<file path="src/rtl/sbn_pkg.sv">
package sbn_pkg;

  // Default sizes of the register file and program counter
  localparam int unsigned NumRegsDef   = 16;
  localparam int unsigned DataWidthDef = 32;
  localparam int unsigned PcWidthDef   = 16;

  // Fixed stream widths
  localparam int unsigned InTdataW  = 128;
  localparam int unsigned InTuserW  = 2;
  localparam int unsigned OutTdataW = 56;

  // Fixed field widths
  localparam int unsigned ValW     = 32;
  localparam int unsigned DestW    = 4;
  localparam int unsigned JmodeW   = 2;
  localparam int unsigned JvalW    = 17;
  localparam int unsigned OutPcW   = 16;

  // Operation codes
  typedef enum logic [1:0] {
    OP_SBN    = 2'd0,
    OP_INPUT  = 2'd1,
    OP_OUTPUT = 2'd2,
    OP_LINK   = 2'd3
  } op_e;

  // Branch target kinds; the unused code falls back to absolute
  localparam logic [JmodeW-1:0] JMP_ABS = 2'd0;
  localparam logic [JmodeW-1:0] JMP_REL = 2'd1;
  localparam logic [JmodeW-1:0] JMP_REG = 2'd2;

endpackage

</file>
<file path="src/rtl/sbn_ram.sv">
module sbn_ram #(
  parameter int unsigned WIDTH = 32,
  parameter int unsigned DEPTH = 16
) (
  input  logic                     clk_i,
  input  logic                     we_i,
  input  logic [$clog2(DEPTH)-1:0] waddr_i,
  input  logic [WIDTH-1:0]         wdata_i,
  input  logic                     re_i,
  input  logic [$clog2(DEPTH)-1:0] raddr0_i,
  input  logic [$clog2(DEPTH)-1:0] raddr1_i,
  output logic [WIDTH-1:0]         rdata0_o,
  output logic [WIDTH-1:0]         rdata1_o
);

  logic [WIDTH-1:0] mem_q [DEPTH];
  logic [WIDTH-1:0] rdata0_q;
  logic [WIDTH-1:0] rdata1_q;

  // Write port
  always_ff @(posedge clk_i) begin
    if (we_i) begin
      mem_q[waddr_i] <= wdata_i;
    end
  end

  // Registered reads; a read during a write returns the old data
  always_ff @(posedge clk_i) begin
    if (re_i) begin
      rdata0_q <= mem_q[raddr0_i];
      rdata1_q <= mem_q[raddr1_i];
    end
  end

  assign rdata0_o = rdata0_q;
  assign rdata1_o = rdata1_q;

endmodule

</file>
<file path="src/rtl/sbn_oisc_execute_unit.sv">
// Channel   Dir  Handshake                     Payload
// s_axis    in   s_axis_tvalid_i/tready_o      tdata: decoded instruction, tuser: op
// m_axis    out  m_axis_tvalid_o/tready_i      tdata: next pc, branch flag, output value
//
// One instruction per cycle while the output is not stalled; each passes the execute stage, then the output register.
// Acceptance issues register file reads; the execute stage executes, writes back and updates pc.
// A write in the same cycle as a read of that register is forwarded.
// Reset clears pc and the valid bits of the register file; unwritten registers read zero.
// A stalled result holds in the output register; the input stalls once execute is also full.
module sbn_oisc_execute_unit #(
  parameter int unsigned NUM_REGS   = sbn_pkg::NumRegsDef,
  parameter int unsigned DATA_WIDTH = sbn_pkg::DataWidthDef,
  parameter int unsigned PC_WIDTH   = sbn_pkg::PcWidthDef
) (
  input  logic                           clk_i,
  input  logic                           rst_ni,
  input  logic                           s_axis_tvalid_i,
  output logic                           s_axis_tready_o,
  // a_is_reg, a_value, b_is_reg, b_value, dest_reg, jump_mode, jump_value, in_value, pad
  input  logic [sbn_pkg::InTdataW-1:0]   s_axis_tdata_i,
  // op
  input  logic [sbn_pkg::InTuserW-1:0]   s_axis_tuser_i,
  output logic                           m_axis_tvalid_o,
  input  logic                           m_axis_tready_i,
  // next_pc, branch_taken, out_valid, out_value, pad
  output logic [sbn_pkg::OutTdataW-1:0]  m_axis_tdata_o
);

  localparam int unsigned IdxW = $clog2(NUM_REGS);
  localparam int unsigned SumW = IdxW + 5;

  // Reduce a value mod NUM_REGS: weighted sum of bit residues, then restoring subtracts
  function automatic logic [IdxW-1:0] reg_idx(input logic [31:0] x);
    logic [SumW-1:0] acc;
    logic [SumW-1:0] w;
    acc = '0;
    w   = SumW'(1);
    for (int i = 0; i < 32; i++) begin
      if (x[i]) acc = acc + w;
      w = w << 1;
      if (w >= SumW'(NUM_REGS)) w = w - SumW'(NUM_REGS);
    end
    for (int k = 4; k >= 0; k--) begin
      if (acc >= (SumW'(NUM_REGS) << k)) acc = acc - (SumW'(NUM_REGS) << k);
    end
    return acc[IdxW-1:0];
  endfunction

  // Sign-extend a 32-bit literal and wrap it to the data width
  function automatic logic [DATA_WIDTH-1:0] to_data(input logic [31:0] x);
    logic [63:0] t;
    t = {{32{x[31]}}, x};
    return t[DATA_WIDTH-1:0];
  endfunction

  // Input fields
  sbn_pkg::op_e                 in_op;
  logic                         in_a_is_reg;
  logic [sbn_pkg::ValW-1:0]     in_a_value;
  logic                         in_b_is_reg;
  logic [sbn_pkg::ValW-1:0]     in_b_value;
  logic [sbn_pkg::DestW-1:0]    in_dest;
  logic [sbn_pkg::JmodeW-1:0]   in_jmode;
  logic [sbn_pkg::JvalW-1:0]    in_jval;
  logic [sbn_pkg::ValW-1:0]     in_value;

  assign in_op       = sbn_pkg::op_e'(s_axis_tuser_i);
  assign in_a_is_reg = s_axis_tdata_i[0];
  assign in_a_value  = s_axis_tdata_i[32:1];
  assign in_b_is_reg = s_axis_tdata_i[33];
  assign in_b_value  = s_axis_tdata_i[65:34];
  assign in_dest     = s_axis_tdata_i[69:66];
  assign in_jmode    = s_axis_tdata_i[71:70];
  assign in_jval     = s_axis_tdata_i[88:72];
  assign in_value    = s_axis_tdata_i[120:89];

  logic [IdxW-1:0] a_idx, b_idx, j_idx, d_idx;
  assign a_idx = reg_idx(in_a_value);
  assign b_idx = reg_idx(in_b_value);
  assign j_idx = reg_idx(32'(in_jval));
  assign d_idx = reg_idx(32'(in_dest));

  // Handshake
  logic s_accept, s1_adv;
  logic s1_vld_q, out_vld_q;
  assign s1_adv          = s1_vld_q && (!out_vld_q || m_axis_tready_i);
  assign s_axis_tready_o = !s1_vld_q || s1_adv;
  assign s_accept        = s_axis_tvalid_i && s_axis_tready_o;

  // Write-back port
  logic                  ram_we;
  logic [IdxW-1:0]       ram_waddr;
  logic [DATA_WIDTH-1:0] ram_wdata;

  // Register file, kept as two copies for four read ports
  logic [DATA_WIDTH-1:0] rd_a, rd_b, rd_j, rd_d;

  sbn_ram #(.WIDTH(DATA_WIDTH), .DEPTH(NUM_REGS)) u_ram_ab (
    .clk_i    (clk_i),
    .we_i     (ram_we),
    .waddr_i  (ram_waddr),
    .wdata_i  (ram_wdata),
    .re_i     (s_accept),
    .raddr0_i (a_idx),
    .raddr1_i (b_idx),
    .rdata0_o (rd_a),
    .rdata1_o (rd_b)
  );

  sbn_ram #(.WIDTH(DATA_WIDTH), .DEPTH(NUM_REGS)) u_ram_jd (
    .clk_i    (clk_i),
    .we_i     (ram_we),
    .waddr_i  (ram_waddr),
    .wdata_i  (ram_wdata),
    .re_i     (s_accept),
    .raddr0_i (j_idx),
    .raddr1_i (d_idx),
    .rdata0_o (rd_j),
    .rdata1_o (rd_d)
  );

  // Control state: stage valid, pc, register valid bits, forward record
  logic [NUM_REGS-1:0]   vld_q;
  logic [PC_WIDTH-1:0]   pc_q, pc_d;
  logic                  fwd_we_q;
  logic [IdxW-1:0]       fwd_addr_q;
  logic [DATA_WIDTH-1:0] fwd_data_q;

  // Execute-stage payload
  sbn_pkg::op_e               s1_op_q;
  logic                       s1_a_is_reg_q, s1_b_is_reg_q;
  logic [DATA_WIDTH-1:0]      s1_a_lit_q, s1_b_lit_q, s1_in_q;
  logic [IdxW-1:0]            s1_a_idx_q, s1_b_idx_q, s1_j_idx_q, s1_d_idx_q;
  logic                       s1_a_vld_q, s1_b_vld_q, s1_j_vld_q, s1_d_vld_q;
  logic [sbn_pkg::JmodeW-1:0] s1_jmode_q;
  logic [sbn_pkg::JvalW-1:0]  s1_jval_q;

  // Output register payload
  logic [sbn_pkg::OutPcW-1:0] out_pc_q, out_pc_d;
  logic                       out_taken_q, out_taken_d;
  logic                       out_ov_q, out_ov_d;
  logic [sbn_pkg::ValW-1:0]   out_value_q, out_value_d;

  // Capture the instruction and the valid bits of the registers it reads
  always_ff @(posedge clk_i) begin
    if (s_accept) begin
      s1_op_q       <= in_op;
      s1_a_is_reg_q <= in_a_is_reg;
      s1_b_is_reg_q <= in_b_is_reg;
      s1_a_lit_q    <= to_data(in_a_value);
      s1_b_lit_q    <= to_data(in_b_value);
      s1_in_q       <= to_data(in_value);
      s1_a_idx_q    <= a_idx;
      s1_b_idx_q    <= b_idx;
      s1_j_idx_q    <= j_idx;
      s1_d_idx_q    <= d_idx;
      s1_a_vld_q    <= vld_q[a_idx];
      s1_b_vld_q    <= vld_q[b_idx];
      s1_j_vld_q    <= vld_q[j_idx];
      s1_d_vld_q    <= vld_q[d_idx];
      s1_jmode_q    <= in_jmode;
      s1_jval_q     <= in_jval;
      fwd_addr_q    <= ram_waddr;
      fwd_data_q    <= ram_wdata;
    end
  end

  // Resolve register reads: forward the write made as the read was issued
  function automatic logic [DATA_WIDTH-1:0] resolve(input logic [IdxW-1:0] idx,
                                                    input logic vld,
                                                    input logic [DATA_WIDTH-1:0] ram,
                                                    input logic fwd_we,
                                                    input logic [IdxW-1:0] fwd_addr,
                                                    input logic [DATA_WIDTH-1:0] fwd_val);
    logic [DATA_WIDTH-1:0] r;
    r = vld ? ram : '0;
    if (fwd_we && fwd_addr == idx) r = fwd_val;
    return r;
  endfunction

  logic [DATA_WIDTH-1:0] reg_a, reg_b, reg_j, reg_d;
  logic [DATA_WIDTH-1:0] opa, opb, diff;
  assign reg_a = resolve(s1_a_idx_q, s1_a_vld_q, rd_a, fwd_we_q, fwd_addr_q, fwd_data_q);
  assign reg_b = resolve(s1_b_idx_q, s1_b_vld_q, rd_b, fwd_we_q, fwd_addr_q, fwd_data_q);
  assign reg_j = resolve(s1_j_idx_q, s1_j_vld_q, rd_j, fwd_we_q, fwd_addr_q, fwd_data_q);
  assign reg_d = resolve(s1_d_idx_q, s1_d_vld_q, rd_d, fwd_we_q, fwd_addr_q, fwd_data_q);
  assign opa   = s1_a_is_reg_q ? reg_a : s1_a_lit_q;
  assign opb   = s1_b_is_reg_q ? reg_b : s1_b_lit_q;
  assign diff  = opa - opb;

  // Branch target and next pc
  logic [63:0]           jv_ext, regj_ext, pc_ext, regd_ext;
  logic [PC_WIDTH-1:0]   pc_inc, target;
  logic                  taken;
  assign jv_ext   = {{(64 - sbn_pkg::JvalW){s1_jval_q[sbn_pkg::JvalW-1]}}, s1_jval_q};
  assign regj_ext = 64'(reg_j);
  assign regd_ext = 64'(reg_d);
  assign pc_inc   = pc_q + PC_WIDTH'(1);
  assign pc_ext   = 64'(pc_d);

  always_comb begin
    case (s1_jmode_q)
      sbn_pkg::JMP_REL: target = pc_q + jv_ext[PC_WIDTH-1:0];
      sbn_pkg::JMP_REG: target = regj_ext[PC_WIDTH-1:0];
      default:          target = jv_ext[PC_WIDTH-1:0];
    endcase
  end

  assign taken = (s1_op_q == sbn_pkg::OP_SBN) && diff[DATA_WIDTH-1];
  assign pc_d  = taken ? target : pc_inc;

  // Write back per operation
  logic [63:0] link_ext;
  assign link_ext = 64'(pc_inc);

  always_comb begin
    ram_we    = s1_adv;
    ram_waddr = s1_d_idx_q;
    case (s1_op_q)
      sbn_pkg::OP_SBN:    ram_wdata = diff;
      sbn_pkg::OP_INPUT:  ram_wdata = s1_in_q;
      sbn_pkg::OP_LINK:   ram_wdata = link_ext[DATA_WIDTH-1:0];
      default: begin
        ram_we    = 1'b0;
        ram_wdata = s1_in_q;
      end
    endcase
  end

  // Result fields
  assign out_pc_d    = pc_ext[sbn_pkg::OutPcW-1:0];
  assign out_taken_d = taken;
  assign out_ov_d    = (s1_op_q == sbn_pkg::OP_OUTPUT);
  assign out_value_d = out_ov_d ? regd_ext[sbn_pkg::ValW-1:0] : '0;

  always_ff @(posedge clk_i) begin
    if (s1_adv) begin
      out_pc_q    <= out_pc_d;
      out_taken_q <= out_taken_d;
      out_ov_q    <= out_ov_d;
      out_value_q <= out_value_d;
    end
  end

  // Control registers
  always_ff @(posedge clk_i or negedge rst_ni) begin
    if (!rst_ni) begin
      s1_vld_q  <= 1'b0;
      out_vld_q <= 1'b0;
      pc_q      <= '0;
      vld_q     <= '0;
      fwd_we_q  <= 1'b0;
    end else begin
      if (s_accept) begin
        s1_vld_q <= 1'b1;
        fwd_we_q <= ram_we;
      end else if (s1_adv) begin
        s1_vld_q <= 1'b0;
      end
      if (s1_adv) begin
        out_vld_q <= 1'b1;
        pc_q      <= pc_d;
      end else if (m_axis_tready_i) begin
        out_vld_q <= 1'b0;
      end
      if (ram_we) begin
        vld_q[ram_waddr] <= 1'b1;
      end
    end
  end

  assign m_axis_tvalid_o = out_vld_q;
  assign m_axis_tdata_o  = {6'b0, out_value_q, out_ov_q, out_taken_q, out_pc_q};

  // Checks
  a_pc_holds: assert property (@(posedge clk_i) disable iff (!rst_ni)
    !s1_adv |=> $stable(pc_q))
    else $error("pc changed without a retiring instruction");

  a_we_needs_item: assert property (@(posedge clk_i) disable iff (!rst_ni)
    ram_we |-> s1_vld_q)
    else $error("register write with empty execute stage");

  a_accept_drains: assert property (@(posedge clk_i) disable iff (!rst_ni)
    (s_accept && s1_vld_q) |-> s1_adv)
    else $error("accepted over a stalled execute stage");

  a_accept_fills: assert property (@(posedge clk_i) disable iff (!rst_ni)
    s_accept |=> s1_vld_q)
    else $error("accepted item did not reach execute");

  a_flags_exclusive: assert property (@(posedge clk_i) disable iff (!rst_ni)
    (out_vld_q && out_taken_q) |-> !out_ov_q)
    else $error("branch and output flagged together");

endmodule

</file>
<file path="config.mk">
export PLATFORM = sky130hd
export DESIGN_NAME = sbn_oisc_execute_unit
export DESIGN_NICKNAME = d
export VERILOG_FILES = /design/src/rtl/sbn_pkg.sv /design/src/rtl/sbn_ram.sv /design/src/rtl/sbn_oisc_execute_unit.sv
export SDC_FILE = /design/constraint.sdc
export NUM_CORES = 1
export LEC_CHECK = 0
export CAP_MARGIN = 10
export CORE_ASPECT_RATIO = 0.75
export CORE_MARGIN = 1
export CORE_UTILIZATION = 30
export CTS_BUF_LIST = sky130_fd_sc_hd__clkbuf_16
export DETAILED_ROUTE_END_ITERATION = 16
export DONT_BUFFER_PORTS = 1
export REMOVE_ABC_BUFFERS = 1
export SKIP_CTS_REPAIR_TIMING = 1
export SYNTH_ARGS = -nofsm -noshare
export SYNTH_HDL_FRONTEND = slang
export SYNTH_SLANG_ARGS = --single-unit
</file>
<file path="constraint.sdc">
create_clock -name clk_i -period 8.1 [get_ports clk_i]
set_input_delay 0.81 -clock clk_i [delete_from_list [all_inputs] [get_ports clk_i]]
set_output_delay 0.81 -clock clk_i [all_outputs]
set_load 0.01 [all_outputs]
</file>
**Word level (Yosys, flattened, before mapping)**

Memory sizes are Yosys's and may differ from the RTL's. A register that Yosys moved wholly into a read port is not among the register bits.
Cells that the tools add are included.
Widths: inputs -> output; s select.

- Register bits: 259
- Latch bits: 0
- Memory bits (writable): 1024
- Bits in read-only memories: 0
- Input port bits: 134
- Output and inout bits: 58
- Word-level logic and storage cells: 182
- Memories: 2

- $add $sub $neg: 35
- $mul: 0
- Div/mod/pow operators: 0
- Magnitude comparators: 26
- Equal/unequal tests: 9
- Shift operators: 0
- Multiplexer cells: 66
- Bitwise logic cells: 1
- Reductions and logical operators: 16

Memory list:

| memory | depth | bits a word | rd ports | clocked after Yosys merged registers in | write ports | RTL line | text |
|---|---|---|---|---|---|---|---|
| u_ram_ab.mem_q | 16 | 32 | 2 | 2 | 1 | sbn_ram.sv:16 | `logic [WIDTH-1:0] mem_q [DEPTH];` |
| u_ram_jd.mem_q | 16 | 32 | 2 | 2 | 1 | sbn_ram.sv:16 |  |

Operators with widths:

| cell | number |
|---|---|
| $mux 32 | 8 |
| $mux 9 | 26 |
| $pmux 32 s2 | 1 |
| $mux 16 | 3 |
| $add 9x3->9 const B | 4 |
| $add 9x4->9 const B | 4 |
| $ge 9x5->1 const B | 4 |
| $ge 9x6->1 const B | 4 |
| $ge 9x7->1 const B | 4 |
| $ge 9x8->1 const B | 4 |
| $ge 9x9->1 const B | 4 |
| $sub 9x6->9 const B | 4 |
| $sub 9x7->9 const B | 4 |
| $sub 9x8->9 const B | 4 |
| $sub 9x9->9 const B | 4 |
| $pmux 16 s2 | 1 |
| $sub 32x32->32 | 1 |
| $lt 4x5->1 const B | 5 |
| $add 9x2->9 const B | 2 |
| $add 16x1->16 const B | 1 |
| $add 16x16->16 | 1 |
| $bmux 1 s4 | 4 |
| $eq 4x4->1 | 4 |
| $mux 1 | 16 |
| 15 further kinds | 36 |

**Depth between registers and ports, before layout**

Gate-level depths: netlist of the first run.

- Depth in word-level cells: 19
- Gate-level depth with buffers: 21
- Mapped depth without buffers: 18

**Hierarchy**

Synthesis of the first run repeated with hierarchy kept, for this count alone.

- Cells, all modules: 3625
- Area, all modules: 63768.7 sq um

By module, submodules not included:

| module | instances | cells each | area each (sq um) | sequential area each (sq um) |
|---|---|---|---|---|
| sbn_ram (u_ram_jd) | 1 | 1141 | 24845.1 | 17296.6 |
| sbn_ram (u_ram_ab) | 1 | 1141 | 24827.6 | 17296.6 |
| sbn_oisc_execute_unit | 1 | 1343 | 14096.0 | 7241.9 |

**Worst setup path after synthesis of the first run**

OpenSTA, ideal clock, no wires.

- Kind: input -> register
- Start: in m_axis_tready_i
- End: reg fwd_we_q
- Library setup time: 0.439 ns
- Arrival time: 7.531 ns
- Data required time: 7.661 ns
- Path slack: 0.130 ns
- Cell stages on the path: 3
- Buffers on the path: 0
- Cells stage by stage: nand3b_1 > and2_1 > o21ai_0

- Longest elaborated chain between the ends: 4
- Elaborated cells between the ends (all ways): 5
- Classes of those cells: 1 x mux; 4 x reduce/logical

Ends and longest elaborated chain:

| what | RTL line | text |
|---|---|---|
| from (decl) | sbn_oisc_execute_unit.sv:24 | `input logic m_axis_tready_i,` |
| $logic_or 1x1->1 | sbn_oisc_execute_unit.sv:86 | `assign s1_adv = s1_vld_q && (!out_vld_q \|\| m_axis_tready_i);` |
| $logic_and 1x1->1 | sbn_oisc_execute_unit.sv:86 |  |
| $logic_or 1x1->1 | sbn_oisc_execute_unit.sv:87 | `assign s_axis_tready_o = !s1_vld_q \|\| s1_adv;` |
| $logic_and 1x1->1 | sbn_oisc_execute_unit.sv:88 | `assign s_accept = s_axis_tvalid_i && s_axis_tready_o;` |
| net s_accept | sbn_oisc_execute_unit.sv:84 | `logic s_accept, s1_adv;` |
| to (signal assigned) | sbn_oisc_execute_unit.sv:256 | `fwd_we_q <= ram_we;` |
| to (decl) | sbn_oisc_execute_unit.sv:125 | `logic fwd_we_q;` |

The timed path passes the listed nets, and every way through them passes these cells.
A chain may end at the register's enable or synchronous reset.

**Worst setup path in the final report of the first run**

- Start: reg fwd_addr_q[1]
- End: reg pc_q[3]

- Longest elaborated chain between the ends: 7
- Elaborated cells between the ends (all ways): 15
- Classes of those cells: 1 x add/sub; 3 x eq/ne; 7 x mux; 4 x reduce/logical

Ends and longest elaborated chain:

| what | RTL line | text |
|---|---|---|
| from (decl) | sbn_oisc_execute_unit.sv:126 | `logic [IdxW-1:0] fwd_addr_q;` |
| from (signal assigned) | sbn_oisc_execute_unit.sv:163 | `fwd_addr_q <= ram_waddr;` |
| $eq 4x4->1 | sbn_oisc_execute_unit.sv:177 | `if (fwd_we && fwd_addr == idx) r = fwd_val;` |
| $logic_and 1x1->1 | sbn_oisc_execute_unit.sv:177 |  |
| $mux 32 | sbn_oisc_execute_unit.sv:177 |  |
| $mux 32 (on tied branches) | sbn_oisc_execute_unit.sv:187, sbn_oisc_execute_unit.sv:188 |  |
| $sub 32x32->32 | sbn_oisc_execute_unit.sv:189 | `assign diff = opa - opb;` |
| $logic_and 1x1->1 | sbn_oisc_execute_unit.sv:209 | `assign taken = (s1_op_q == sbn_pkg::OP_SBN) && diff[DATA_WIDTH-1];` |
| $mux 16 (*) | sbn_oisc_execute_unit.sv:210 | `assign pc_d = taken ? target : pc_inc;` |
| net out_pc_d, one bit | sbn_oisc_execute_unit.sv:139 | `logic [sbn_pkg::OutPcW-1:0] out_pc_q, out_pc_d;` |
| to (signal assigned) | sbn_oisc_execute_unit.sv:262 | `pc_q <= pc_d;` |
| to (decl) | sbn_oisc_execute_unit.sv:124 | `logic [PC_WIDTH-1:0] pc_q, pc_d;` |

The timed path passes the listed nets; every way through them passes the cells marked *.

==> reports/qor.yml, run 1 <==
status: "finished, final reports clean"
worst_slew_pin_slew_ps: 1300
setup_violations: 0
final_core_util: 0.338
synth-edff-count: 836
tns_ps: 0
rsz0062_at_grt: "no"
crit_path_end_kind: "flip-flop"
power.switching_mw: 3.22
required_ps: 8650
initial_core_util: 0.302
hold_viol_final: 0
ys_seq_area_frac: 0.563
p_leak_nw: 16.3
die_h_um: 342
min_period_ps: 6450
viasPerCell: 5.92
slew_violations: 0
vias: 28000
startpoint: "fwd_addr_q[1]$_DFFE_PP_"
synthDistinctLibCells: 74
critPathKind: "flip-flop to flip-flop"
path_clk_slew_ps: 60
drt_iter0_markers: 3815
power.share.sequential: 0.469
cts_buffers: 96
drv_cap: 0
tritoncts: "yes"
antenna_found_initial: 3
yosys_warnings: 0
crit_path_start_kind: "flip-flop"
die_area_um2: 155000
clk_latency_ps: 690
intPower_mw: 8.75
portBuffers: 0
pin_count: 192
grt_pass1_wl_um: 216000
post-route-period-util: 0.796
fin_worst_skew_ps: 34.8
nNetsFinal: 2826
wirelength_um: 154000
place_congestion: 0.848
syn_to_final_growth_pct: 11.9
maxSlewHeadroom: 0.136
cts_num_sinks: 871
synth.cell_area_um2: 46100
drc_errors: 0
ys_ff_latch: 871
p_comb_frac: 0.161
clockRootBuffer: "clkbuf_16"
clockBufferDepth: 3
ys.flop_type: "edfxtp_1"
grt_max_degree: 134
synthArstFlopShare: 0.0402
syn_inst: 2697
avgRoutedWirePerCell_um: 32.5
drive_gt1_frac: 0.317
cp.arrival_ps: 7000
min_path_type: "input port to flip-flop"
core-area_um2: 153000
die_w_um: 455
p_per_area_nw_per_um2: 232
syn_avg_cell_area_um2: 17.1
grt_overflow: 0
min_from: "s_axis_tdata_i[113]"
regToRegStartpoint: "fwd_addr_q[1]$_DFFE_PP_"
cts_max_level: 3
clockPowerShare: 0.370
dp_hpwl_um: 88800
row_count: 124
ir_drop_mv: 0.167
critPathMaxFanout: 22
grt_util_all_layers: 0.197
grt_pass1_vias: 27800
dr.pass1.iters: 6
fillerInstances: 14300
ant_nets: 0
swShare: 0.269
finalPower_mw: 12.0
fmax_ghz: 0.155
stage by stage:
step           cell area (µm²)  hold WS, ps  instances  setup slack [ps]
6_report                 51600          223       4735              1650
5_1_grt                  51600          196       4731              1660
4_1_cts                  51500         -199       4729              1840
3_5_place_dp             48400          508       4553              1860
3_3_place_gp             48400          473       4553              1890
2_1_floorplan            45200          457       2476               130
metal layers:
metal	GRT usage	wire length, µm	part of all wire
met2	0.313	73500	0.48
met4	0.103	8650	0.056
met3	0.0438	14300	0.093
met5	0	0	0
met1	0.251	57600	0.37
placed cells by master (no fill, tap or decap), drive strengths merged, types with 48 or more instances in the layout:
master and n:
a21oi 48, edfxtp 836, buf 62, nor2 98, inv 48, ha 53
clkbuf 96, o21ai 91, nand2 184, mux4 580, nand3 148
logic make-up after synthesis:
| logic type | Yosys count | synth area share |
|---|---|---|
| multiplexers | 607 | 0.290 |
| XOR/XNOR | 64 | 0.0122 |
| flip-flops | 871 | 0.563 |
| AND/OR/NAND/NOR | 514 | 0.0504 |
| buffers and inverters | 259 | 0.0219 |
| adder cells (fa/ha/maj) | 55 | 0.0153 |
| AO/OA/AOI/OAI | 326 | 0.0465 |
| other | 1 | 0.0000813 |
final cells by class:
| cell class | count | area (µm²) | area share |
|---|---|---|---|
| antenna | 4 | 10.0 | 0.000194 |
| clock buffer | 96 | 2400 | 0.0466 |
| clock inverter | 80 | 719 | 0.0139 |
| inverter | 33 | 129 | 0.00250 |
| multi-input combinational | 1572 | 19300 | 0.374 |
| sequential | 871 | 26000 | 0.504 |
| tap | 2016 | 2520 | 0.0489 |
| timing repair buffer | 63 | 533 | 0.0103 |
power groups by stage:
stage	Combinational (mW)	Sequential [mW]	Clock, mW
2_1_floorplan	1.30	5.63	0
3_3_place_gp	1.86	5.70	0
3_5_place_dp	1.88	5.70	0
4_1_cts	1.89	5.61	4.49
5_1_grt	2.04	5.64	4.65
6_report	1.92	5.61	4.42
final timing paths:
| path | cells past startpoint | slack, ps | to |
|---|---|---|---|
| min | 0 | 220 | s1_in_q[24]$_DFFE_PP_ |
| min in group asynchronous | 2 | 720 | pc_q[10]$_DFFE_PN0P_ |
| max | 17 | 1650 | pc_q[3]$_DFFE_PN0P_ |
| min reg2reg | 1 | 530 | m_axis_tvalid_o$_DFFE_PN0P_ |
| max reg2reg | 17 | 1650 | pc_q[3]$_DFFE_PN0P_ |
| max in group asynchronous | 2 | 7120 | vld_q[15]$_DFFE_PN0P_ |
flip-flops by register name, summed over array words and instances (netlist names), 4 cells and up:
name and flops:
u_ram_ab.rdata1_o 32, u_ram_jd.mem_q 224, out_value_q 32, s1_a_lit_q 29, s1_jval_q 13, vld_q 16, s1_b_lit_q 29, u_ram_jd.rdata1_o 32
out_pc_q 16, u_ram_jd.rdata0_o 16, u_ram_ab.mem_q 288, u_ram_ab.rdata0_o 32, s1_in_q 32, fwd_addr_q 4, ram_waddr 4, fwd_data_q 32
pc_q 16
critical path: stages, from the launching register on:
cell and delay (ps):
edfxtp_1 500, xnor2_1 180, nand3_1 200, or2_2 760, buf_4 360, nand3_1 130, nand3_1 120, o21ai_0 80
ha_1 440, nand4_1 210, o21ba_2 200, nor4_1 770, a21oi_1 230, o21ai_2 410, mux2i_4 750, inv_4 290
mux2_4 390, mux2_2 260
cells in the mapped netlist, drive strengths merged (8+ instances only):
library cell	count	area (µm²)
a22o	16	140
a22oi	13	97.6
inv	32	123
or2	18	113
mux2i	9	103
nand2	184	691
buf	64	274
nor2	98	368
a221oi	10	93.8
mux2	18	214
mux4	580	13100
edfxtp	836	25100
a21oi	48	240
a21o	24	180
a211oi	8	60.1
xor2	21	184
nand3	148	741
clkbuf	162	609
a31oi	38	238
ha	53	663
o21ai	91	459
nor3	15	75.1
xnor2	43	377
dfrtp	35	876
a21boi	33	248
No activity file was read; power rests on OpenSTA's default activity.
==> inputs of run 2 (changes only) <==
clock period = 6.6 ns   (was 8.1 ns; I/O delays follow)
==> reports/qor.yml, run 2 (same netlist as run 1, synthesis figures left out) <==
crit_path_cell_trace: "xnor2_1 -> nand3_1 -> or2_2 -> buf_4 -> nand3_1 -> a31oi_1 -> ha_1 -> nand2_1 -> nor2_1 -> o21ba_2 -> nor4_1 -> a21oi_1 -> o21ai_2 -> mux2i_4 -> buf_4 -> mux2_2 -> mux2_2"
fillerInstances: 14200  # -0.52%
dp_hpwl_um: 89300  # +0.59%
ir_drop_mv: 0.203  # +22%
crit_path_end_kind: "flip-flop"
grt_pass1_vias: 27100  # -2.5%
largestRegisters: "u_ram_ab.mem_q x288, u_ram_jd.mem_q x224"
die_area_um2: 155000  # unchanged
p_leak_nw: 16.3  # +0.14%
fmax_ghz: 0.170  # +9.4%
clockRootBuffer: "clkbuf_16"
finalPower_mw: 14.7  # +23%
initial_core_util: 0.302  # unchanged
tritoncts: "yes"
core-area_um2: 153000  # unchanged
stdcell_count: 4733  # -0.042%
final-seq-area_um2: 26000  # unchanged
rsz0062_at_grt: "no"
pin_count: 192  # unchanged
fin_worst_skew_ps: 30.8  # -3.99 ps
min_path_type: "input port to flip-flop"
drive_gt1_frac: 0.314  # -0.00244
tns_ps: 0  # unchanged
slew_violations: 0  # unchanged
largest-register: "u_ram_ab.mem_q"
nNetsFinal: 2827  # +0.035%
vias: 28000  # -0.11%
min_period_ps: 5900  # -552 ps
post-route-period-util: 0.894  # +0.0973
p_per_area_nw_per_um2: 284  # +23%
largest_register_ffs: 288  # unchanged
cts_buffers: 93  # -3.1%
maxSlewHeadroom: 0.168  # +0.0319
drc_errors: 0  # unchanged
drv_cap: 0  # unchanged
slowest_delay_ps: 560  # -210 ps
die_h_um: 342  # unchanged
hold-worst-slack_ps: 71.0  # -152 ps
grt_max_degree: 134  # unchanged
clockBufferDepth: 3  # unchanged
worst_slew_pin_slew_ps: 1240  # -50.8 ps
slowest_stage: "nor4_1"
status: "finished, final reports clean"
clk_latency_ps: 680  # about the same
setup_violations: 0  # unchanged
cp.arrival_ps: 6450  # -550 ps
die_w_um: 455  # unchanged
grt_overflow: 0  # unchanged
ant_nets: 0  # unchanged
multi_input_area_um2: 19300  # unchanged
place_congestion: 0.895  # +5.5%
dr.pass1.iters: 6  # unchanged
critPathMaxFanout: 20  # -9.1%
antenna_found_initial: 4  # +1
layout_commonest_cell: "edfxtp_1"
grt_util_all_layers: 0.196  # about the same
wirelength_um: 155000  # +0.32%
hold_viol_final: 0  # unchanged
cts_num_sinks: 871  # unchanged
viasPerCell: 5.92  # about the same
path_clk_slew_ps: 70  # about the same
crit_buf_inv: 2  # unchanged
final_cell_mix: "836 x edfxtp_1, 580 x mux4_2, 184 x nand2_1"
insertedDiodeCount: 0  # -4
portBuffers: 0  # unchanged
dp.cells: 4557  # +0.088%
placed_area_um2: 48400  # about the same
cts_max_level: 3  # unchanged
row_count: 124  # unchanged
grt_pass1_wl_um: 216000  # -0.26%
fin_area_um2: 51600  # about the same
crit_path_start_kind: "flip-flop"
syn_to_final_growth_pct: 11.9  # about the same
avgRoutedWirePerCell_um: 32.7  # +0.36%
drt_iter0_markers: 4099  # +7.4%
critPathKind: "flip-flop to flip-flop"
required_ps: 7150  # -1500 ps
path_delay_family: "simple AND/OR/NAND/NOR gates"
-- run 2: final timing paths --
path / startpoint / end / slack, ps / cells after the start
worst max-delay path: fwd_addr_q[2]$_DFFE_PP_ / pc_q[7]$_DFFE_PN0P_ / 700 / 17
worst min-delay path: s_axis_tdata_i[9] / s1_a_lit_q[8]$_DFFE_PP_ / 70 / 0
worst max register to register: fwd_addr_q[2]$_DFFE_PP_ / pc_q[7]$_DFFE_PN0P_ / 700 / 17
worst min register to register: s1_vld_q$_DFFE_PN0P_ / m_axis_tvalid_o$_DFFE_PN0P_ / 490 / 1
max in group asynchronous: rst_ni / m_axis_tvalid_o$_DFFE_PN0P_ / 5760 / 2
min in group asynchronous: rst_ni / pc_q[1]$_DFFE_PN0P_ / 570 / 2
-- run 2: area by class of cell --
type / count / area share
clock inverter: 78 / 0.0140
clock buffer: 96 / 0.0466
sequential: 871 / 0.503
timing repair buffer: 67 / 0.0109
tap: 2016 / 0.0489
inverter: 33 / 0.00250
multi-input combinational: 1572 / 0.374
-- run 2: metal layers --
metal  vias to the layer above  share of wire  global-route usage
met4                         6          0.048              0.0881
met3                       335           0.10              0.0462
met5                         -        0.00020                   0
met1                     14700           0.38               0.259
met2                      1727           0.47               0.309
li1                      11200              -                   -
-- run 2: report_power, final --
group / switching [mW] / total (mW) / internal, mW / leakage, nW
clock: 2.26 / 5.41 / 3.15 / 1.59
sequential: 0.332 / 6.91 / 6.58 / 8.19
combinational: 1.30 / 2.35 / 1.04 / 6.50
total: 3.89 / 14.7 / 10.8 / 16.3
-- run 2: stage by stage --
stage,worst slack (ps),utilization
after floorplan,-1220,-
after global placement,928,0.318
after detailed placement,843,0.318
after CTS,819,0.338
after global routing,519,0.338
final,702,0.338
